**config.mk**
```make
export PLATFORM = sky130hd
export DESIGN_NAME = dual_mode_payload_checksum
export DESIGN_NICKNAME = d
export VERILOG_FILES = /design/src/hdl/dmpc_pkg.sv /design/src/hdl/dmpc_absorb.sv /design/src/hdl/dual_mode_payload_checksum.sv
export SDC_FILE = /design/constraint.sdc
export NUM_CORES = 1
export LEC_CHECK = 0
export BUFFER_PORTS_ARGS = -buffer_cell sky130_fd_sc_hd__buf_2
export CORE_ASPECT_RATIO = 1.25
export CORE_UTILIZATION = 30
export DETAILED_ROUTE_END_ITERATION = 8
export GPL_TIMING_DRIVEN = 0
export PLACE_DENSITY = 0.56
export SKIP_CTS_REPAIR_TIMING = 1
export SYNTH_ARGS = -nofsm -noshare
export SYNTH_HDL_FRONTEND = slang
export SYNTH_SLANG_ARGS = --single-unit
```
**constraint.sdc**
```tcl
create_clock -name clk -period 10.7 [get_ports clk]
set_input_delay 1.605 -clock clk [delete_from_list [all_inputs] [get_ports clk]]
set_output_delay 1.605 -clock clk [all_outputs]
set_load 0.02 [all_outputs]
```
**src/hdl/dmpc_pkg.sv**
```systemverilog
// dmpc_pkg: constants, item type and per-byte update functions shared by the
// payload checksum block. No dependencies.

package dmpc_pkg;

	localparam logic [63:0] FNV_OFFSET_BASIS = 64'hCBF2_9CE4_8422_2325;
	localparam logic [31:0] CRC_INIT         = 32'hFFFF_FFFF;
	localparam logic [31:0] CRC_XOR_OUT      = 32'hFFFF_FFFF;
	localparam logic [31:0] CRC_POLY_REFL    = 32'h82F6_3B78;

	localparam logic ALG_FNV1A64 = 1'b0;
	localparam logic ALG_CRC32C  = 1'b1;

	typedef struct packed {
		logic [7:0] data_byte;
		logic       has_byte;
		logic       last_byte;
	} dmpc_item_t;

	// starting state for a payload
	function automatic logic [63:0] init_value(input logic alg);
		logic [63:0] v;
		begin
			if (alg == ALG_CRC32C) begin
				v = {32'h0, CRC_INIT};
			end else begin
				v = FNV_OFFSET_BASIS;
			end
			return v;
		end
	endfunction

	// one byte through reflected CRC-32C, LSB first
	function automatic logic [31:0] crc32c_byte(input logic [31:0] crc, input logic [7:0] b);
		logic [31:0] c;
		begin
			c = crc ^ {24'h0, b};
			for (int k = 0; k < 8; k++) begin
				c = (c >> 1) ^ (c[0] ? CRC_POLY_REFL : 32'h0);
			end
			return c;
		end
	endfunction

	// FNV-1a 64 step; prime 0x100000001B3 = 2^40 + 2^8 + 2^7 + 2^5 + 2^4 + 2^1 + 1
	function automatic logic [63:0] fnv1a_byte(input logic [63:0] st, input logic [7:0] b);
		logic [63:0] t;
		begin
			t = st ^ {56'h0, b};
			return (t << 40) + (t << 8) + (t << 7) + (t << 5) + (t << 4) + (t << 1) + t;
		end
	endfunction

endpackage

```
**src/hdl/dmpc_absorb.sv**
```systemverilog
// dmpc_absorb: datapath for one request - folds the byte into the running
// state and forms the finished checksum. Depends on dmpc_pkg.

module dmpc_absorb import dmpc_pkg::*; (
	input  logic       alg,
	input  logic [63:0] sum,
	input  dmpc_item_t item,
	output logic [63:0] next_sum,
	output logic [63:0] checksum
);

	logic [63:0] absorbed;

	always_comb begin
		if (alg == ALG_CRC32C) begin
			absorbed = {32'h0, crc32c_byte(sum[31:0], item.data_byte)};
		end else begin
			absorbed = fnv1a_byte(sum, item.data_byte);
		end
	end

	assign next_sum = item.has_byte ? absorbed : sum;

	always_comb begin
		if (alg == ALG_CRC32C) begin
			checksum = {32'h0, next_sum[31:0] ^ CRC_XOR_OUT};
		end else begin
			checksum = next_sum;
		end
	end

endmodule

```
**src/hdl/dual_mode_payload_checksum.sv**
```systemverilog
// dual_mode_payload_checksum: payload checksum over a byte stream, FNV-1a 64
// or CRC-32C. Depends on dmpc_pkg and dmpc_absorb.
//
// Usage:
//   Input channel (in_valid/in_stall): one request per payload byte with
//   data_byte, has_byte and last_byte. has_byte=0 with last_byte=1 closes an
//   empty payload; has_byte=0 with last_byte=0 is a no-op.
//   Output channel (out_valid/out_stall): one checksum_value per request
//   marked last_byte. CRC-32C results sit in bits 31..0, upper bits zero.
//   cfg_we/cfg_wdata write algorithm_select (0 FNV-1a 64, 1 CRC-32C) and
//   restart the running state; write only while the block is idle.
// Timing:
//   A request is registered at acceptance and then folded into the running
//   state, where a last request loads the output register that offers its
//   result. One request per cycle sustained while in_stall stays low; the
//   state update is a combinational shift-add or 8-step CRC.
// Reset: selects FNV-1a 64, state at the offset basis, both stages empty.
// Stall: the output register holds; a pending last request waits in the
//   input register and in_stall rises until the result is taken.

module dual_mode_payload_checksum import dmpc_pkg::*; (
	input  logic        clk,
	input  logic        arst_n,
	input  logic        cfg_we,
	input  logic        cfg_wdata,
	input  logic        in_valid,
	output logic        in_stall,
	input  logic [7:0]  data_byte,
	input  logic        has_byte,
	input  logic        last_byte,
	output logic        out_valid,
	input  logic        out_stall,
	output logic [63:0] checksum_value
);

	logic        alg_q;
	logic [63:0] sum_q;
	logic        valid_s1;
	dmpc_item_t  item_s1;
	logic        out_valid_q;
	logic [63:0] checksum_q;
	logic [63:0] next_sum;
	logic [63:0] checksum;
	logic        advance;
	logic        fire;

	dmpc_absorb u_absorb (
		.alg      (alg_q),
		.sum      (sum_q),
		.item     (item_s1),
		.next_sum (next_sum),
		.checksum (checksum)
	);

	// a last request can only retire into a free (or draining) output register
	assign advance  = !(item_s1.last_byte && out_valid_q && out_stall);
	assign fire     = valid_s1 && advance;
	assign in_stall = valid_s1 && !advance;

	always_ff @(posedge clk or negedge arst_n) begin
		if (!arst_n) begin
			valid_s1 <= 1'b0;
		end else if (!in_stall) begin
			valid_s1 <= in_valid;
		end
	end

	always_ff @(posedge clk) begin
		if (!in_stall && in_valid) begin
			item_s1 <= '{data_byte: data_byte, has_byte: has_byte, last_byte: last_byte};
		end
	end

	always_ff @(posedge clk or negedge arst_n) begin
		if (!arst_n) begin
			alg_q <= ALG_FNV1A64;
			sum_q <= FNV_OFFSET_BASIS;
		end else if (cfg_we) begin
			alg_q <= cfg_wdata;
			sum_q <= init_value(cfg_wdata);
		end else if (fire) begin
			if (item_s1.last_byte) begin
				sum_q <= init_value(alg_q);
			end else begin
				sum_q <= next_sum;
			end
		end
	end

	always_ff @(posedge clk or negedge arst_n) begin
		if (!arst_n) begin
			out_valid_q <= 1'b0;
		end else if (fire && item_s1.last_byte) begin
			out_valid_q <= 1'b1;
		end else if (!out_stall) begin
			out_valid_q <= 1'b0;
		end
	end

	always_ff @(posedge clk) begin
		if (fire && item_s1.last_byte) begin
			checksum_q <= checksum;
		end
	end

	assign out_valid      = out_valid_q;
	assign checksum_value = checksum_q;

`ifndef NO_ASSERTIONS
	a_stall_cause: assert property (@(posedge clk) disable iff (!arst_n)
		in_stall |-> (valid_s1 && item_s1.last_byte && out_valid_q && out_stall))
		else $error("input stalled without a blocked result");

	a_result_loaded: assert property (@(posedge clk) disable iff (!arst_n)
		(valid_s1 && item_s1.last_byte && !in_stall) |=> out_valid)
		else $error("retired last request produced no result");

	a_crc_upper_zero: assert property (@(posedge clk) disable iff (!arst_n)
		(alg_q == ALG_CRC32C) |-> (sum_q[63:32] == 32'h0))
		else $error("CRC state has upper bits set");

	a_restart_after_last: assert property (@(posedge clk) disable iff (!arst_n)
		(fire && item_s1.last_byte && !cfg_we) |=> (sum_q == init_value(alg_q)))
		else $error("state not restarted after last request");
`endif

endmodule
```
Word-level counts from Yosys, hierarchy flattened
Index checks and enable logic that the tools add are counted.
Operators by class
  add/subtract/negate cells: 6
  multipliers: 0
  divide/modulo/power cells: 0
  magnitude comparators: 0
  eq/ne operators: 1
  shift operators: 0
  mux-type cells: 18
  bitwise logic cells: 11
  reduce and logical (&&, ||, !) cells: 9
Operators by type and width (count)
  64-bit two-way mux: 7
  64-bit adder: 6
  32-bit two-way mux: 9
  31-bit by 32-bit bitwise XOR with 32-bit output: 8
  64-bit by 8-bit bitwise XOR with 64-bit output: 1
  32-bit NOT: 1
  32-bit by 8-bit bitwise XOR with 32-bit output: 1
  1-bit logical AND: 6
  1-bit logical NOT: 2
  1-bit two-way mux: 2
  2-bit by 1-bit inequality test with 1-bit output (second input constant): 1
  2-bit nonzero test: 1
Storage, ports and cells
  bits in registers: 141
  latch bits: 0
  memory bits (writable): 0
  bits in read-only memories: 0
  bits of input ports: 16
  logic and storage cells: 54
  memories: 0

Depth between registers and ports, before layout
Gate-level depths: netlist (run 1).
  depth in word-level cells: 22
  gate-level depth with buffers: 23

Hierarchy
Synthesis (run 1) repeated with hierarchy kept, for this count alone.
Unflattened totals
  cell total of the unflattened synthesis: 1953
  area total of the unflattened synthesis: 18584.1 µm²
By module, submodules not included
  dmpc_absorb: instances 1, cells each 1642, area each 13460.4 µm²
  dual_mode_payload_checksum: instances 1, cells each 311, area each 5123.7 µm²

Least setup slack after synthesis (run 1)
No wires, ideal clock.
  path type: register -> register
  start point: register item_s1[3] (netlist bit)
  end point: register sum_q[62]
  library setup time: 84 ps
  arrival time: 5355 ps
  required time: 10616 ps
  slack: 5262 ps
  cell stages (with the launch flop): 22
  path buffers: 2
  period minus slack after synthesis: 5438 ps
  cells stage by stage: edfxtp_1 -> xnor2_2 -> clkbuf_1 -> inv_1 -> fa_1 -> fa_1 -> inv_1 -> fa_1 -> fa_1 -> inv_1 -> ha_1 -> clkbuf_1 -> nand4_1 -> nor2_1 -> nand2_1 -> nor3_1 -> a221oi_2 -> a211oi_1 -> o211ai_1 -> a41oi_1 -> nand3_1 -> a221o_1
On the way
  longest elaborated chain between the ends: 12
Ends and longest elaborated chain
  start, declared: line dual_mode_payload_checksum.sv:39  | dmpc_item_t item_s1;
  start signal, assigned: line dual_mode_payload_checksum.sv:70  | item_s1 <= '{data_byte: data_byte, has_byte: has_byte, last_byte: last_byte};
  64-bit by 8-bit bitwise XOR with 64-bit output (*): line dmpc_pkg.sv:49  | t = st ^ {56'h0, b};
  64-bit adder (5 in series): line dmpc_pkg.sv:50  | return (t << 40) + (t << 8) + (t << 7) + (t << 5) + (t << 4) + (t << 1) + t;
  64-bit adder (*): line dmpc_pkg.sv:50
  64-bit two-way mux (*): line dmpc_absorb.sv:15  | if (alg == ALG_CRC32C) begin
  64-bit two-way mux (*): line dmpc_absorb.sv:22  | assign next_sum = item.has_byte ? absorbed : sum;
  64-bit two-way mux (*): line dual_mode_payload_checksum.sv:82  | if (item_s1.last_byte) begin
  64-bit two-way mux (*): line dual_mode_payload_checksum.sv:81  | end else if (fire) begin
  64-bit two-way mux (*): line dual_mode_payload_checksum.sv:78  | end else if (cfg_we) begin
  end signal, assigned: line dual_mode_payload_checksum.sv:80  | sum_q <= init_value(cfg_wdata);
  end signal, assigned: line dual_mode_payload_checksum.sv:83  | sum_q <= init_value(alg_q);
  end signal, assigned: line dual_mode_payload_checksum.sv:85  | sum_q <= next_sum;
  end, declared: line dual_mode_payload_checksum.sv:37  | logic [63:0] sum_q;
Every way passes the cells marked *; elsewhere a longest branch is shown, timed or not. The select of a mux whose other input is x is not followed.
A chain may end at the register's enable or synchronous reset.

Worst setup path after layout (run 1)
  start point: register sum_q[2]
  end point: register checksum_q[63], in the netlist checksum_value[63] (data pin)
On the way
  longest elaborated chain between the ends: 9
Ends and longest elaborated chain
  64-bit by 8-bit bitwise XOR with 64-bit output (*): line dmpc_pkg.sv:49
  64-bit adder (5 in series): line dmpc_pkg.sv:50
  64-bit adder (*): line dmpc_pkg.sv:50
  64-bit two-way mux (*): line dmpc_absorb.sv:15
  64-bit two-way mux (*): line dmpc_absorb.sv:22
  end signal, assigned: line dual_mode_payload_checksum.sv:102  | checksum_q <= checksum;
  end, declared: line dual_mode_payload_checksum.sv:41  | logic [63:0] checksum_q;
Every way passes the cells marked *; elsewhere a longest branch is shown, timed or not.

==> results of run 1 <==
path summary, 6_finish.rpt:
kind / start / end / slack (ps) / cells after the start
min in group asynchronous: arst_n / sum_q[36] / 1050 / 1
max: sum_q[2] / checksum_value[63] / 3370 / 21
max reg2reg: sum_q[2] / checksum_value[63] / 3370 / 21
min reg2reg: sum_q[5] / sum_q[5] / 530 / 2
min: sum_q[5] / sum_q[5] / 530 / 2
max in group asynchronous: arst_n / sum_q[54] / 8980 / 2
placed cells by master (no fill, tap or decap), types with 7 or more instances in the layout:
master,synthesis,final
a211oi_1,10,10
a21o_1,29,29
a21oi_1,133,132
a221o_1,23,23
a22o_1,8,8
a22oi_1,11,11
a31oi_1,7,7
and2_1,9,9
and3_1,8,8
buf_1,9,9
buf_2,7,86
clkbuf_1,55,56
clkbuf_16,0,17
dfrtp_1,39,39
dfstp_2,28,28
edfxtp_1,74,74
fa_1,240,240
ha_1,105,105
inv_1,399,399
mux2i_1,23,23
nand2_1,96,96
nand2b_1,9,9
nand3_1,22,22
nand4_1,20,20
nor2_1,95,95
nor2b_1,8,8
nor3_1,17,17
o211ai_1,13,13
o21a_1,8,8
o21ai_0,75,75
o21bai_1,13,13
xnor2_1,142,142
xor2_1,25,25
final cells by class:
| type | instances | area (µm²) | share of cell area |
|---|---|---|---|
| sequential | 141 | 3934 | 0.1989 |
| clock buffer | 18 | 429.2 | 0.02170 |
| inverter | 403 | 1513 | 0.07649 |
| clock inverter | 14 | 171.4 | 0.008667 |
| tap | 757 | 947.2 | 0.04789 |
| buffer | 74 | 301.5 | 0.01525 |
| multi-input combinational | 1237 | 12010 | 0.6073 |
| timing repair buffer | 83 | 470.5 | 0.02379 |
critical path, cell delays in order, from the launching register on:
cell	delay, ps
dfstp_2	550
xnor2_1	90
buf_2	260
xnor2_1	860
xnor2_1	330
inv_1	150
fa_1	500
inv_1	50
fa_1	480
inv_1	40
ha_1	270
ha_1	370
o211ai_1	110
a21oi_1	360
o31ai_1	200
a2111oi_1	880
o21ai_1	290
nand3_1	240
a21oi_1	220
o21ai_0	370
xnor2_1	200
o21a_1	240
cell families after synthesis:
kind of cell,count (synthesis)
AO/OA/AOI/OAI,391
XOR/XNOR,178
adder cells (fa/ha/maj),346
buffers and inverters,477
flip-flops,141
multiplexers,24
AND/OR/NAND/NOR,298
per-stage QoR:
step                      setup slack [ps]  std cells  instance area [µm²]  hold slack [ps]    util
after floorplan                       5262       1855                17750            487.2       -
after global placement                3206       2692                19100            501.2  0.3266
after detailed placement              3471       2695                19180            518.9  0.3280
after CTS                             3461       2727                19780            531.3  0.3383
after global routing                  3102       2727                19780            555.9  0.3383
final                                 3374       2727                19780            530.9  0.3383
cells in the mapped netlist, types with 23 or more instances:
library cell	count	area [µm²]
dfstp_2	28	735.7
a21o_1	29	217.7
a221o_1	23	230.2
inv_1	399	1498
fa_1	240	4805
edfxtp_1	74	2222
mux2i_1	23	230.2
nand2_1	96	360.4
dfrtp_1	39	975.9
nor2_1	95	356.6
xor2_1	25	219.0
clkbuf_1	55	206.5
a21oi_1	133	665.6
o21ai_0	75	375.4
xnor2_1	142	1244
ha_1	105	1314
registers in the layout, summed over array words and instances, names as in the netlist:
name,count
sum_q,64
alg_q,1
item_s1,10
out_valid,1
valid_s1,1
checksum_value,64
layer usage:
metal  global-route usage  wire length, µm  vias up  part of all wire
met4               0.1188             3331        2             0.056
met1               0.2390            23050     7034              0.39
met5                    0               17        -           0.00029
met2               0.3579            30280      472              0.51
met3              0.02141             2593      141             0.044
li1                     -                -     6228                 -
==> flow_summary.yaml, run 1 <==
run_status:
  outcome: "complete, but fails checks"
  violations: "DRC"
logic_synthesis:
  synth_area_per_cell_um2: 9.568
  synth_top_family_by_area: "adder cells"
  synthArstFlopShare: 0.4752
  synth_seq_cells: 141
  synth-adder-area-share: 0.3453
  synth_edf_count: 74
  ys_types: 76
  synth-main-ff-cell: "edfxtp_1"
  syn-num-nets: 2216
  yosysWarnings: 0
  synthXorXnorAreaFrac: 0.09729
  yosysSeqAreaShare: 0.2216
  netlist_area_um2: 17750
  yosys.area_share.simple: 0.07593
  syn_inst: 1855
  synth_mux_area_frac: 0.01361
  synth-compound-area-share: 0.1440
route:
  wl_per_cell_um: 21.74
  drt-pass1-iter-count: 9
  ant_nets: 0
  drc: 2
  wirelength_um: 59270
  drt-initial-drc-count: 1059
  num_vias: 13880
  avgViaCountPerCell: 5.089
job:
  drv_cap: 0
worst_setup_path:
  end_kind: "register"
  start_kind: "register"
  cp.arrival_ps: 7550
  crit_fanout: 10
  critPathKind: "reg2reg"
  crit_required_ps: 10920
clock_network:
  cts_made_buffers: 17
  clockBufferDepth: 2
  clkTransAtPathRegs_ps: 70
  cts_tree: "built"
  cts-htree-levels: 4
  clock_sink_count: 141
  insertion_delay_ps: 490
  clockRootBuffer: "clkbuf_16"
floorplan:
  initial_core_util: 0.3036
  die_h_um: 273.9
  die_w_um: 219.6
  die_area_um2: 60140
  rows: 99
  ios: 82
  core_um2: 58470
sta:
  rsz0062_at_grt: "false"
  drv_slew: 0
  setup_viol: 0
  hold_viol: 0
  fin_skew_ps: 25.68
  relSlewSlack: 0.02608
  max_freq_mhz: 136.5
  tightest_slew_ps: 1461
  period_share: 0.6847
  post-route-min-period_ps: 7326
  tns_ps: 0
placement:
  gp_congestion: 0.9772
  io_buffers: 80
  dp_hpwl_um: 48690
finish:
  fill_cells: 6030
  area_growth_pct: 11.43
  nNetsFinal: 2318
  n_antenna_cell: 0
  drive_above_1_share: 0.09289
global_routing:
  grt_pass1_wl_um: 89760
  grt_pass1_vias: 14650
  track_usage: 0.2037
  grt_max_degree: 49
  grt_overflow: 0
  antenna_found_initial: 1
worst_hold_path:
  hold_class: "reg2reg"
Power of run 1 is left out: the tool's default activity adds up to more than one toggle a clock period on the data nets, which glitch-free logic cannot reach.
==> run 2: changes to the inputs <==
Clock period 10.7 ns to 7.3 ns, I/O delays scaled along.
==> flow_summary.yaml, run 2 (synthesis gave the netlist of run 1 again) <==
global_routing:
  antenna_found_initial: 1
  track_usage: 0.2037
  met3_usage: 0.02141
  grt_pass1_vias: 14650
  met2_usage: 0.3579
  grt_pass1_wl_um: 89760
  grt_overflow: 0
  grt_busiest_layer: "met2"
  grtUsageMet1: 0.2390
  grt_max_degree: 49
route:
  avgViaCountPerCell: 5.072
  ant_nets: 0
  drt-pass1-iter-count: 8
  wirelength_um: 59160
  drc: 2
  drt-initial-drc-count: 1031
  num_vias: 13830
  wl_per_cell_um: 21.69
sta:
  hold_viol: 0
  tightest_slew_ps: 1435
  fin_skew_ps: 27.31
  max_freq_mhz: 145.3
  tns_ps: 0
  rsz0062_at_grt: "false"
  period_share: 0.9426
  relSlewSlack: 0.04357
  drv_slew: 0
  post-route-min-period_ps: 6881
  setup_viol: 0
placement:
  gp_congestion: 0.9772
  dp_hpwl_um: 48690
  io_buffers: 80
finish:
  n_antenna_cell: 0
  nNetsFinal: 2318
  layout_commonest_cell: "inv_1"
  layout_common_cells: "399 x inv_1, 240 x fa_1, 141 x xnor2_1"
  area_growth_pct: 11.54
  drive_above_1_share: 0.09492
worst_hold_path:
  hold_class: "in2async"
run_status:
  outcome: "complete, but fails checks"
  violations: "DRC"
worst_setup_path:
  critPathKind: "reg2reg"
  cp.arrival_ps: 7090
  end_kind: "register"
  start_kind: "register"
  crit_required_ps: 7510
  crit_fanout: 8
floorplan:
  core_um2: 58470
  die_w_um: 219.6
  die_h_um: 273.9
  initial_core_util: 0.3036
  ios: 82
  rows: 99
  die_area_um2: 60140
clock_network:
  clockRootBuffer: "clkbuf_16"
  cts_tree: "built"
  cts_made_buffers: 17
  clkTransAtPathRegs_ps: 70
  clock_sink_count: 141
  cts-htree-levels: 4
  clockBufferDepth: 2
  insertion_delay_ps: 490
job:
  drv_cap: 0
[run 2: changes by cell type in the layout (fill, tap and decap cells not counted)]
| cell | before | now |
|---|---|---|
| a2111oi_1 | 1 | 0 |
| a2111oi_2 | 1 | 2 |
| clkbuf_1 | 56 | 55 |
| clkbuf_2 | 0 | 1 |
| nor3_1 | 17 | 16 |
| nor3_2 | 0 | 1 |
| xnor2_1 | 142 | 141 |
| xnor2_2 | 3 | 4 |
[run 2: worst paths after layout]
kind | slack, ps | from | end | cells after the start
worst max-delay path | 420 | item_s1[2] | checksum_value[56] | 20
worst min-delay path | 540 | arst_n | sum_q[36] | 1
worst max register to register | 420 | item_s1[2] | checksum_value[56] | 20
worst min register to register | 540 | sum_q[5] | sum_q[5] | 2
max in group asynchronous | 6090 | arst_n | sum_q[62] | 2
min in group clk | 540 | sum_q[5] | sum_q[5] | 2
[run 2: worst max-delay path, stage by stage, from the launching register on]
cell and delay (ps):
edfxtp_1 510, xnor2_4 390, clkinv_1 500, fa_1 620, fa_1 500, inv_1 50
fa_1 480, inv_1 50, fa_1 430, ha_1 280, clkbuf_1 290, nand4_1 210
nor2_1 260, nand2_1 110, o221ai_1 360, nor2_1 120, a211oi_1 430, o211ai_1 300
and4_1 310, nor3_2 340, nor2_1 70
[run 2: cell type report]
class / count / area [µm²]
fill: 6029 / 38670
tap: 757 / 947.2
sequential: 141 / 3934
clock inverter: 14 / 171.4
clock buffer: 18 / 429.2
buffer: 74 / 302.8
multi-input combinational: 1237 / 12030
inverter: 403 / 1513
timing repair buffer: 83 / 470.5
[run 2: layer usage]
metal,vias up,share of wire
met5,-,0.00029
met4,2,0.058
met3,141,0.044
met2,503,0.51
met1,6961,0.39
li1,6224,-
[run 2: per-stage QoR]
| stage | setup slack [ps] | cell area (µm²) | std cells | hold slack (ps) | utilization |
|---|---|---|---|---|---|
| after floorplan | 1862 | 17750 | 1855 | 487.2 | - |
| after global placement | 123.7 | 19100 | 2692 | 501.2 | 0.3266 |
| after detailed placement | 70.86 | 19180 | 2695 | 518.9 | 0.3280 |
| after CTS | 61.40 | 19780 | 2727 | 531.3 | 0.3383 |
| after global routing | 110.3 | 19800 | 2727 | 550.6 | 0.3386 |
| final | 419.2 | 19800 | 2727 | 536.2 | 0.3386 |
Power of run 2 is left out for the same reason.
==> run 3: changes to the inputs <==
Settings changed: CORE_UTILIZATION 30 to 53, PLACE_DENSITY 0.56 to 0.81.
==> flow_summary.yaml, run 3 (synthesis gave the netlist of run 1 again) <==
run_status:
  outcome: "complete, but fails checks"
  violations: "DRC"
clock_network:
  insertion_delay_ps: 470
  clockRootBuffer: "clkbuf_16"
  clock_sink_count: 141
  cts_tree: "built"
  clockBufferDepth: 2
  cts-htree-levels: 4
  cts_made_buffers: 17
  clkTransAtPathRegs_ps: 70
worst_setup_path:
  critPathKind: "reg2reg"
  crit_required_ps: 7500
  regToRegSetupSlack_ps: 320
  cp.arrival_ps: 7180
  crit_fanout: 8
  crit_path_start: "item_s1[2]"
  rr_endpoint: "checksum_value[56]"
  cp-endpoint: "checksum_value[56]"
  r2r-start: "item_s1[2]"
  end_kind: "register"
  rr_worst_depth: 20
  start_kind: "register"
placement:
  dp_cells: 2356
  io_buffers: 80
  gp_congestion: 1.003
  dp_hpwl_um: 44230
floorplan:
  initial_core_util: 0.5415
  die_w_um: 165.7
  ios: 82
  core_um2: 32780
  die_area_um2: 34230
  die_h_um: 206.6
  rows: 74
route:
  num_vias: 14440
  ant_nets: 0
  avgViaCountPerCell: 6.045
  drt-initial-drc-count: 1488
  drt-pass1-iter-count: 9
  wirelength_um: 55000
  drc: 12
  wl_per_cell_um: 23.02
finish:
  drive_above_1_share: 0.09442
  layout_common_cells: "399 x inv_1, 240 x fa_1, 142 x xnor2_1"
  layout_commonest_cell: "inv_1"
  stdcell_count: 2389
  nNetsFinal: 2318
  fill_cells: 2803
  area_growth_pct: 8.967
sta:
  period_share: 0.9566
  relSlewSlack: 0.09191
  max_freq_mhz: 143.2
  setup_viol: 0
  post-route-min-period_ps: 6983
  fin_skew_ps: 13.13
  rsz0062_at_grt: "false"
  tightest_slew_ps: 1362
  tns_ps: 0
  drv_slew: 0
  hold_viol: 0
worst_hold_path:
  hold_class: "in2async"
global_routing:
  grt_pass1_wl_um: 84480
  track_usage: 0.3326
  grt_pass1_vias: 14890
  antenna_found_initial: 0
  grt_max_degree: 50
  grt_overflow: 0
job:
  drv_cap: 0
-- run 3: layout make-up --
class | count | area (µm²) | area share
clock inverter | 15 | 152.6 | 0.007893
clock buffer | 17 | 425.4 | 0.02200
antenna | 1 | 2.502 | 0.0001294
tap | 418 | 523.0 | 0.02704
buffer | 74 | 302.8 | 0.01566
timing repair buffer | 83 | 470.5 | 0.02433
multi-input combinational | 1237 | 12020 | 0.6213
inverter | 403 | 1513 | 0.07822
sequential | 141 | 3934 | 0.2034
-- run 3: metal layers --
layer / track usage / wire (µm) / up-vias
li1: - / - / 6217
met1: 0.3744 / 19410 / 7127
met2: 0.5595 / 26400 / 818
met3: 0.07054 / 4675 / 279
met4: 0.2597 / 4514 / 0
met5: 0 / 0 / -
-- run 3: stage by stage --
| stage | util | worst slack [ps] | hold WS [ps] | instance area [µm²] |
|---|---|---|---|---|
| 2_1_floorplan | - | 1862 | 487.2 | 17750 |
| 3_5_place_dp | 0.5721 | 253.1 | 517.4 | 18750 |
| 3_3_place_gp | 0.5697 | 327.8 | 502.4 | 18670 |
| 4_1_cts | 0.5898 | 247.0 | 516.6 | 19330 |
| 5_1_grt | 0.5900 | 81.84 | 535.6 | 19340 |
| 6_report | 0.5901 | 317.0 | 518.1 | 19340 |
-- run 3: worst min path at each step --
stage	from	end	slack, ps	depth (start not counted)
after floorplan	sum_q[15]	sum_q[15]	490	2
after global placement	sum_q[5]	sum_q[5]	500	2
after detailed placement	sum_q[2]	sum_q[2]	520	2
after CTS	arst_n	sum_q[51]	520	1
after global routing	arst_n	sum_q[40]	540	1
final	arst_n	sum_q[40]	520	1
-- run 3: worst max-delay path, cell delays in order, from the launching register on --
cell	delay, ps
edfxtp_1	500
xnor2_4	370
clkinv_1	470
fa_1	640
fa_1	510
inv_1	50
fa_1	470
inv_1	50
fa_1	430
ha_1	280
clkbuf_1	270
nand4_1	230
nor2_1	240
nand2_1	180
nor3_1	200
a221oi_2	160
a211oi_1	490
o211ai_1	250
and4_1	260
nor3_1	560
nor2_1	70
Power of run 3 is left out for the same reason.
